<file path="config.mk">
export PLATFORM = sky130hd
export DESIGN_NAME = nonce_reuse_guard
export DESIGN_NICKNAME = d
export VERILOG_FILES = /design/src/rtl/nrg_pkg.sv /design/src/rtl/nrg_ram.sv /design/src/rtl/nonce_reuse_guard.sv
export VERILOG_INCLUDE_DIRS = /design/src /design/src/rtl
export SDC_FILE = /design/constraint.sdc
export NUM_CORES = 2
export LEC_CHECK = 0
export BUFFER_PORTS_ARGS = -buffer_cell sky130_fd_sc_hd__buf_2
export CAP_MARGIN = 20
export CORE_MARGIN = 2
export CORE_UTILIZATION = 33
export DETAILED_ROUTE_END_ITERATION = 12
export GPL_ROUTABILITY_DRIVEN = 0
export GPL_TIMING_DRIVEN = 1
export SYNTH_ARGS = -nofsm -noshare
export SYNTH_HDL_FRONTEND = slang
export SYNTH_SLANG_ARGS = --single-unit
</file>
<file path="constraint.sdc">
create_clock -name clk -period 14.7 [get_ports clk]
set_input_delay 2.94 -clock clk [delete_from_list [all_inputs] [get_ports clk]]
set_output_delay 2.94 -clock clk [all_outputs]
set_load 0.005 [all_outputs]
</file>
<file path="src/rtl/nonce_reuse_guard_defines.svh">
// assertion macros for the nonce reuse guard
// no dependencies; included by nonce_reuse_guard, the module that carries assertions
`ifndef NONCE_REUSE_GUARD_DEFINES_SVH
`define NONCE_REUSE_GUARD_DEFINES_SVH

`ifndef SYNTH
`define NRG_ASSERT(lbl, expr) \
    lbl: assert property (@(posedge clk) disable iff (!rst_n) (expr)) \
        else $error("nonce_reuse_guard assertion failed");
`define NRG_ASSERT_SAME(lbl, ante, cons) \
    lbl: assert property (@(posedge clk) disable iff (!rst_n) (ante) |-> (cons)) \
        else $error("nonce_reuse_guard assertion failed");
`define NRG_ASSERT_NEXT(lbl, ante, cons) \
    lbl: assert property (@(posedge clk) disable iff (!rst_n) (ante) |=> (cons)) \
        else $error("nonce_reuse_guard assertion failed");
`else
`define NRG_ASSERT(lbl, expr)
`define NRG_ASSERT_SAME(lbl, ante, cons)
`define NRG_ASSERT_NEXT(lbl, ante, cons)
`endif

`endif

</file>
<file path="src/rtl/nrg_pkg.sv">
// types, constants and helpers for the nonce reuse guard
// no dependencies; imported by nrg_ram users and nonce_reuse_guard
`default_nettype none

package nrg_pkg;

    localparam int TABLE_DEPTH = 16;
    localparam int IV_CAPACITY = 16;
    localparam int IDX_W = (TABLE_DEPTH > 1) ? $clog2(TABLE_DEPTH) : 1;
    localparam int CNT_W = $clog2(TABLE_DEPTH + 1);
    localparam int LEN_W = 5;

    localparam logic [31:0] FNV_BASIS = 32'd2166136261;
    localparam logic [31:0] FNV_PRIME = 32'd16777619;

    localparam logic [1:0] KIND_KEY   = 2'd0;
    localparam logic [1:0] KIND_CHECK = 2'd1;
    localparam logic [1:0] KIND_CLEAR = 2'd2;

    localparam logic REG_GUARD_ENABLE = 1'b0;

    typedef struct packed {
        logic [1:0]  kind;
        logic [7:0]  key_byte;
        logic [63:0] iv_low;
        logic [63:0] iv_high;
        logic [7:0]  iv_length;
    } req_t;

    typedef struct packed {
        logic reused;
        logic recorded;
    } rsp_t;

    typedef struct packed {
        logic [31:0]      key_hash;
        logic [LEN_W-1:0] length;
        logic [63:0]      iv_low;
        logic [63:0]      iv_high;
    } entry_t;

    // keeps the first n bytes of a 64-bit word, all of it for n of 8 or more
    function automatic logic [63:0] byte_mask(input logic [LEN_W-1:0] n);
        logic [63:0] m;
        m = '0;
        for (int b = 0; b < 8; b++)
        begin
            if (LEN_W'(b) < n)
            begin
                m[8*b +: 8] = 8'hFF;
            end
        end
        return m;
    endfunction

endpackage

`default_nettype wire

</file>
<file path="src/rtl/nrg_ram.sv">
// generic single-port-write, single-port-read ram with registered read
// no dependencies
`default_nettype none

module nrg_ram #(
    parameter int WIDTH = 8,
    parameter int DEPTH = 16
) (
    input  wire logic                                  clk,
    input  wire logic                                  we,
    input  wire logic [((DEPTH > 1) ? $clog2(DEPTH) : 1)-1:0] waddr,
    input  wire logic [WIDTH-1:0]                      wdata,
    input  wire logic [((DEPTH > 1) ? $clog2(DEPTH) : 1)-1:0] raddr,
    output logic      [WIDTH-1:0]                      rdata
);

    logic [WIDTH-1:0] mem_reg [DEPTH];

    always_ff @(posedge clk)
    begin
        if (we)
        begin
            mem_reg[waddr] <= wdata;
        end
        rdata <= mem_reg[raddr];
    end

endmodule

`default_nettype wire

</file>
<file path="src/rtl/nonce_reuse_guard.sv">
// nonce_reuse_guard: detects reuse of a key hash and iv pair
// requests come in on req (valid/ready), check results leave on rsp (valid/ready).
// a key byte request folds one byte into the running fnv-1a hash.
// a clear request empties the table, resets the cursor and hash.
// a check request walks the table through the entry ram's single read port:
// the scan state reads each entry in turn and compares it, then the resolve
// state writes the result to rsp, records a new pair and returns to idle,
// where the next request is taken. a check with the guard off or an empty or
// oversize iv skips the scan and goes straight to resolve.
// key bytes and clears produce no result. unused kind 3 is dropped.
// the result waits in an output register; key bytes and clears are still
// taken while it waits, a check holds in its final cycle until rsp is free.
// reset: hash to the fnv basis, table empty, cursor 0, guard enabled.
// config: apb register guard_enable at address 0, pready always high.
// depends on nrg_pkg, nrg_ram and nonce_reuse_guard_defines.svh
`default_nettype none
`include "nonce_reuse_guard_defines.svh"

module nonce_reuse_guard
    import nrg_pkg::*;
(
    input  wire logic        clk,
    input  wire logic        rst_n,
    input  wire logic        req_valid,
    output logic             req_ready,
    input  wire req_t        req,
    output logic             rsp_valid,
    input  wire logic        rsp_ready,
    output rsp_t             rsp,
    input  wire logic        psel,
    input  wire logic        penable,
    input  wire logic        pwrite,
    input  wire logic [2:0]  paddr,
    input  wire logic [31:0] pwdata,
    output logic      [31:0] prdata,
    output logic             pready
);

    localparam logic [1:0] ST_IDLE    = 2'd0;
    localparam logic [1:0] ST_SCAN    = 2'd1;
    localparam logic [1:0] ST_RESOLVE = 2'd2;

    logic [1:0]             state_reg, state_next;
    logic [31:0]            hash_reg, hash_next;
    logic [TABLE_DEPTH-1:0] valid_reg, valid_next;
    logic [IDX_W-1:0]       ptr_reg, ptr_next;
    logic [CNT_W-1:0]       cnt_reg, cnt_next;
    logic                   hit_reg, hit_next;
    logic                   skip_reg, skip_next;
    logic                   guard_enable_reg;
    logic                   rsp_valid_reg, rsp_valid_next;

    logic [31:0]            key_hash_reg;
    logic [LEN_W-1:0]       len_reg;
    logic [63:0]            lo_reg;
    logic [63:0]            hi_reg;
    rsp_t                   rsp_reg, rsp_next;

    logic                   req_fire;
    logic                   cfg_write;
    logic                   len_ok;
    logic [LEN_W-1:0]       len_in;
    logic                   slot_free;
    logic                   resolve_go;
    logic                   ram_we;
    logic [IDX_W-1:0]       ram_raddr;
    logic [IDX_W-1:0]       cmp_idx;
    entry_t                 ram_wdata;
    entry_t                 ram_rdata;
    logic                   match;

    nrg_ram #(
        .WIDTH($bits(entry_t)),
        .DEPTH(TABLE_DEPTH)
    ) u_entry_ram (
        .clk   (clk),
        .we    (ram_we),
        .waddr (ptr_reg),
        .wdata (ram_wdata),
        .raddr (ram_raddr),
        .rdata (ram_rdata)
    );

    assign req_ready = (state_reg == ST_IDLE);
    assign req_fire  = req_valid && req_ready;
    assign rsp_valid = rsp_valid_reg;
    assign rsp       = rsp_reg;
    assign slot_free = !rsp_valid_reg || rsp_ready;

    assign pready    = 1'b1;
    assign cfg_write = psel && penable && pwrite;
    assign prdata    = (paddr[2] == REG_GUARD_ENABLE) ? {31'b0, guard_enable_reg} : 32'b0;

    assign len_ok = (req.iv_length != 8'd0) && (req.iv_length <= 8'(IV_CAPACITY));
    assign len_in = req.iv_length[LEN_W-1:0];

    assign ram_raddr = cnt_reg[IDX_W-1:0];
    assign cmp_idx   = IDX_W'(cnt_reg - 1'b1);
    assign match     = valid_reg[cmp_idx]
                    && (ram_rdata.length == len_reg)
                    && (ram_rdata.key_hash == key_hash_reg)
                    && (ram_rdata.iv_low == lo_reg)
                    && (ram_rdata.iv_high == hi_reg);

    assign resolve_go = (state_reg == ST_RESOLVE) && slot_free;
    assign ram_we     = resolve_go && !skip_reg && !hit_reg;

    assign ram_wdata.key_hash = key_hash_reg;
    assign ram_wdata.length   = len_reg;
    assign ram_wdata.iv_low   = lo_reg;
    assign ram_wdata.iv_high  = hi_reg;

    always_comb
    begin
        state_next     = state_reg;
        hash_next      = hash_reg;
        valid_next     = valid_reg;
        ptr_next       = ptr_reg;
        cnt_next       = cnt_reg;
        hit_next       = hit_reg;
        skip_next      = skip_reg;
        rsp_valid_next = rsp_valid_reg;
        rsp_next       = rsp_reg;

        if (rsp_valid_reg && rsp_ready)
        begin
            rsp_valid_next = 1'b0;
        end

        case (state_reg)
            ST_IDLE:
            begin
                if (req_fire)
                begin
                    case (req.kind)
                        KIND_KEY:
                        begin
                            hash_next = (hash_reg ^ {24'b0, req.key_byte}) * FNV_PRIME;
                        end
                        KIND_CHECK:
                        begin
                            hash_next = FNV_BASIS;
                            hit_next  = 1'b0;
                            cnt_next  = '0;
                            skip_next = !guard_enable_reg || !len_ok;
                            state_next = (!guard_enable_reg || !len_ok) ? ST_RESOLVE : ST_SCAN;
                        end
                        KIND_CLEAR:
                        begin
                            hash_next  = FNV_BASIS;
                            valid_next = '0;
                            ptr_next   = '0;
                        end
                        default:
                        begin
                            hash_next = hash_reg;
                        end
                    endcase
                end
            end
            ST_SCAN:
            begin
                if (cnt_reg != '0)
                begin
                    hit_next = hit_reg || match;
                end
                if (cnt_reg == CNT_W'(TABLE_DEPTH))
                begin
                    state_next = ST_RESOLVE;
                end
                else
                begin
                    cnt_next = cnt_reg + 1'b1;
                end
            end
            ST_RESOLVE:
            begin
                if (slot_free)
                begin
                    rsp_valid_next    = 1'b1;
                    rsp_next.reused   = !skip_reg && hit_reg;
                    rsp_next.recorded = !skip_reg && !hit_reg;
                    if (ram_we)
                    begin
                        valid_next[ptr_reg] = 1'b1;
                        ptr_next = (ptr_reg == IDX_W'(TABLE_DEPTH - 1)) ? '0 : ptr_reg + 1'b1;
                    end
                    state_next = ST_IDLE;
                end
            end
            default:
            begin
                state_next = ST_IDLE;
            end
        endcase
    end

    always_ff @(posedge clk or negedge rst_n)
    begin
        if (!rst_n)
        begin
            state_reg        <= ST_IDLE;
            hash_reg         <= FNV_BASIS;
            valid_reg        <= '0;
            ptr_reg          <= '0;
            cnt_reg          <= '0;
            hit_reg          <= 1'b0;
            skip_reg         <= 1'b0;
            guard_enable_reg <= 1'b1;
            rsp_valid_reg    <= 1'b0;
        end
        else
        begin
            state_reg     <= state_next;
            hash_reg      <= hash_next;
            valid_reg     <= valid_next;
            ptr_reg       <= ptr_next;
            cnt_reg       <= cnt_next;
            hit_reg       <= hit_next;
            skip_reg      <= skip_next;
            rsp_valid_reg <= rsp_valid_next;
            if (cfg_write && (paddr[2] == REG_GUARD_ENABLE))
            begin
                guard_enable_reg <= pwdata[0];
            end
        end
    end

    // captured iv and key hash, masked to the iv length
    always_ff @(posedge clk)
    begin
        rsp_reg <= rsp_next;
        if (req_fire && (req.kind == KIND_CHECK))
        begin
            key_hash_reg <= hash_reg;
            len_reg      <= len_in;
            lo_reg       <= req.iv_low & byte_mask(len_in);
            hi_reg       <= (len_in > LEN_W'(8))
                            ? (req.iv_high & byte_mask(len_in - LEN_W'(8))) : 64'b0;
        end
    end

    `NRG_ASSERT_NEXT(a_check_starts, req_fire && (req.kind == KIND_CHECK), (state_reg == ST_SCAN) || (state_reg == ST_RESOLVE))
    `NRG_ASSERT_NEXT(a_write_sets_valid, ram_we, valid_reg != '0)
    `NRG_ASSERT_SAME(a_scan_bound, state_reg == ST_SCAN, cnt_reg <= CNT_W'(TABLE_DEPTH))
    `NRG_ASSERT_SAME(a_rsp_exclusive, rsp_valid_reg, !(rsp_reg.reused && rsp_reg.recorded))
    `NRG_ASSERT_NEXT(a_rsp_drains, rsp_valid_reg && rsp_ready && (state_reg != ST_RESOLVE), !rsp_valid_reg)

endmodule

`default_nettype wire
</file>
==> impl_metrics.tcl <==
set metrics [dict create \
    syn_inst 5289 \
    stdcell_area_um2 136000 \
    viasPerCell 5.12 \
    hold_depth 1 \
    avgSynthCellArea_um2 22.4 \
    setup_viol 0 \
    insertion_delay_ns 0.86 \
    max-cap-violations 0 \
    critPathBufInv 3 \
    ys_types 71 \
    seq_area_um2 89200 \
    min_to "valid_reg[6]" \
    cp.required_ns 15.40 \
    wl_met3_mm 15.9 \
    worst_setup_path_start_kind "input pin" \
    die_h_um 603 \
    fmax_mhz 135 \
    peakVddDrop_v 0.000456 \
    clkSinkCount 3035 \
    nets 6116 \
    p_per_area_nw_per_um2 207 \
    r2r_slack_ns 8.87 \
    cp_max_fo 5 \
    crit_arrival_ns 8.11 \
    post-dp-hpwl_mm 156 \
    root_buffer "clkbuf_16" \
    initial_core_util_pct 33.1 \
    holdWs_ns 0.491 \
    cts_buffers 310 \
    r2r_start "hash_reg[5]" \
    syn_area_um2 119000 \
    seq_area_frac_synth_pct 75.2 \
    ctsHoldBuffers 0 \
    detail_route.iter0.violations 5244 \
    htreeDepth 5 \
    clk_pin_slew_worst_paths_ns 0.06 \
    dr.pass1.iters 5 \
    hold_viol 0 \
    dr_wl_met2_mm 150 \
    ys_ff_latch 3035 \
    fin_tns_setup_ns 0 \
    fillerInstances 32200 \
    cts_buffer_depth 4 \
    path_delay_family "adder cells" \
    cts_resized 0 \
    r2r_end "hash_reg[29]" \
    final_util_pct 37.9 \
    critical_path.max_stage_delay_ns 0.65 \
    crit_chain "buf_2 -> xor2_1 -> ha_1 -> ha_1 -> fa_1 -> ha_1 -> fa_1 -> ha_1 -> inv_1 -> fa_1 -> inv_1 -> ha_1 -> a21oi_1 -> a21oi_1 -> a211oi_1 -> o22ai_1 -> or3_1 -> a21oi_2 -> xor2_1 -> o21ai_1" \
    drive_above_1_share_pct 27.0 \
    synth-main-ff-cell "edfxtp_1" \
    syn2layout_area_growth_pct 14.5 \
    fin_skew_ns 0.0422 \
    die_x_um 603 \
    highest_layer "met5" \
    status "finished, final reports clean" \
    fin_crit_ns 7.41 \
    slowest_stage "xor2_1" \
    setup_ws_ns 7.29 \
    grt_pass1_vias 57200 \
    crit_top_cell "ha_1" \
    slew_headroom_pct 20.5 \
    grt_util_all_layers_pct 15.9 \
    num_vias 54800 \
    period_share_pct 50.4 \
    reg2reg_depth 19 \
    cts_tree "yes" \
    grt_max_degree 162 \
    antenna_left 0 \
    worstMarginPinSlew_ns 1.19 \
    rsz0062_at_grt "false" \
    synth_edf_count 2807 \
    placed_cell_area_um2 126000 \
    cts_setup_buffers 0 \
    final_cell_mix "edfxtp_1 (2807), mux4_2 (829), clkbuf_16 (316), ha_1 (195), inv_1 (185)" \
    post_drt_wl_per_cell_um 27.5 \
    layout_commonest_cell "edfxtp_1" \
    num_rows 220 \
    yosys_warnings 0 \
    async_reset_ff_share_pct 2.08 \
    antenna_found_initial 21 \
    pre_cts_slack_ns 6.36 \
    portBuffers 159 \
    m1WireLength_mm 122 \
    path_class "input pin to flip-flop" \
    drcViolationCount 0 \
    largest_reg_flops 2640 \
    leakage_nw 42.7 \
    hold_start "valid_reg[6]" \
    end_kind "flip-flop" \
    grt-ovfl-total 0 \
    slew_violations 0 \
    critical_path.startpoint "req[141]" \
    io_pins 225 \
    multi_input_area_um2 27900 \
    die_area_um2 364000 \
    fp.coreArea_um2 358000 \
    hp-class "flip-flop to flip-flop" \
    grt_pass1_wl_mm 420 \
    drt_wl_total_mm 294 \
]
worst reg2reg max path: stages (launching register included):
cell and delay [ns]:
dfrtp_1 0.59, xor2_1 0.69, ha_1 0.36, ha_1 0.22, fa_1 0.40, ha_1 0.20
fa_1 0.43, ha_1 0.29, inv_1 0.05, fa_1 0.47, inv_1 0.04, ha_1 0.34
a21oi_1 0.21, a21oi_1 0.09, a211oi_1 0.32, o22ai_1 0.19, or3_1 0.39, a21oi_2 0.15
xor2_1 0.17, o21ai_1 0.07
logic make-up (layout without fill, tap and decap cells):
kind of cell | after synthesis | in the layout | share of synthesized area, %
other | 2 | 46 | 0.00634
multiplexers | 834 | 834 | 15.8
XOR/XNOR | 207 | 207 | 1.53
buffers and inverters | 423 | 1009 | 1.51
AND/OR/NAND/NOR | 363 | 363 | 1.69
flip-flops | 3035 | 3035 | 75.2
AO/OA/AOI/OAI | 156 | 156 | 0.914
adder cells (fa/ha/maj) | 269 | 269 | 3.31
stage by stage:
step           power (W)  instances
2_1_floorplan     0.0183       5319
3_3_place_gp      0.0205      10100
3_5_place_dp      0.0205      10100
4_1_cts           0.0283      10700
5_1_grt           0.0300      10700
6_report          0.0281      10700
cells in the mapped netlist (28+ instances only):
cell / n / area (um^2)
a21oi_1: 29 / 145
and2_1: 37 / 231
buf_2: 66 / 330
buf_4: 33 / 248
clkbuf_1: 121 / 454
dfrtp_1: 48 / 1200
dfxtp_1: 165 / 3300
edfxtp_1: 2807 / 84300
fa_1: 74 / 1480
ha_1: 195 / 2440
inv_1: 185 / 694
mux4_2: 829 / 18700
nand2_1: 54 / 203
nand4_1: 29 / 181
nor2_1: 43 / 161
nor2b_1: 104 / 651
nor4_1: 30 / 188
o21ai_0: 28 / 140
xnor2_1: 92 / 806
xor2_1: 115 / 1010
power breakdown:
group	total, W	internal, W	switching, W	leakage [nW]
sequential	0.00985	0.00958	0.000271	27.5
clock	0.00779	0.00454	0.00324	4.88
combinational	0.0105	0.00465	0.00582	10.3
total	0.0281	0.0188	0.00933	42.7
layout make-up:
cell class                      instances  area share [%]
Inverter                              185           0.512
Clock inverter                        122           0.988
Clock buffer                          436            6.40
Antenna cell                           14          0.0258
Sequential cell                      3035            65.7
Timing Repair Buffer                  266            1.41
Tap cell                             4773            4.40
Multi-Input combinational cell       1861            20.5
metal layers:
metal  track usage [%]  vias to the layer above
met2              27.6                     1755
li1                  -                    22500
met5                 0                        -
met1              21.5                    30200
met3              2.07                      344
met4              3.53                        8
how the worst max path moves through the flow:
stage               slack (ns)  cells after the start                          to
detailed placement        6.36                     20                hash_reg[29]
global route              7.04                     20                hash_reg[23]
CTS                       7.30                     20                hash_reg[29]
floorplan                 3.32                      6  u_entry_ram.mem_reg[15][0]
finish                    7.29                     20                hash_reg[29]
global placement          6.35                     21                hash_reg[30]
No activity file was read; power rests on OpenSTA's default activity.
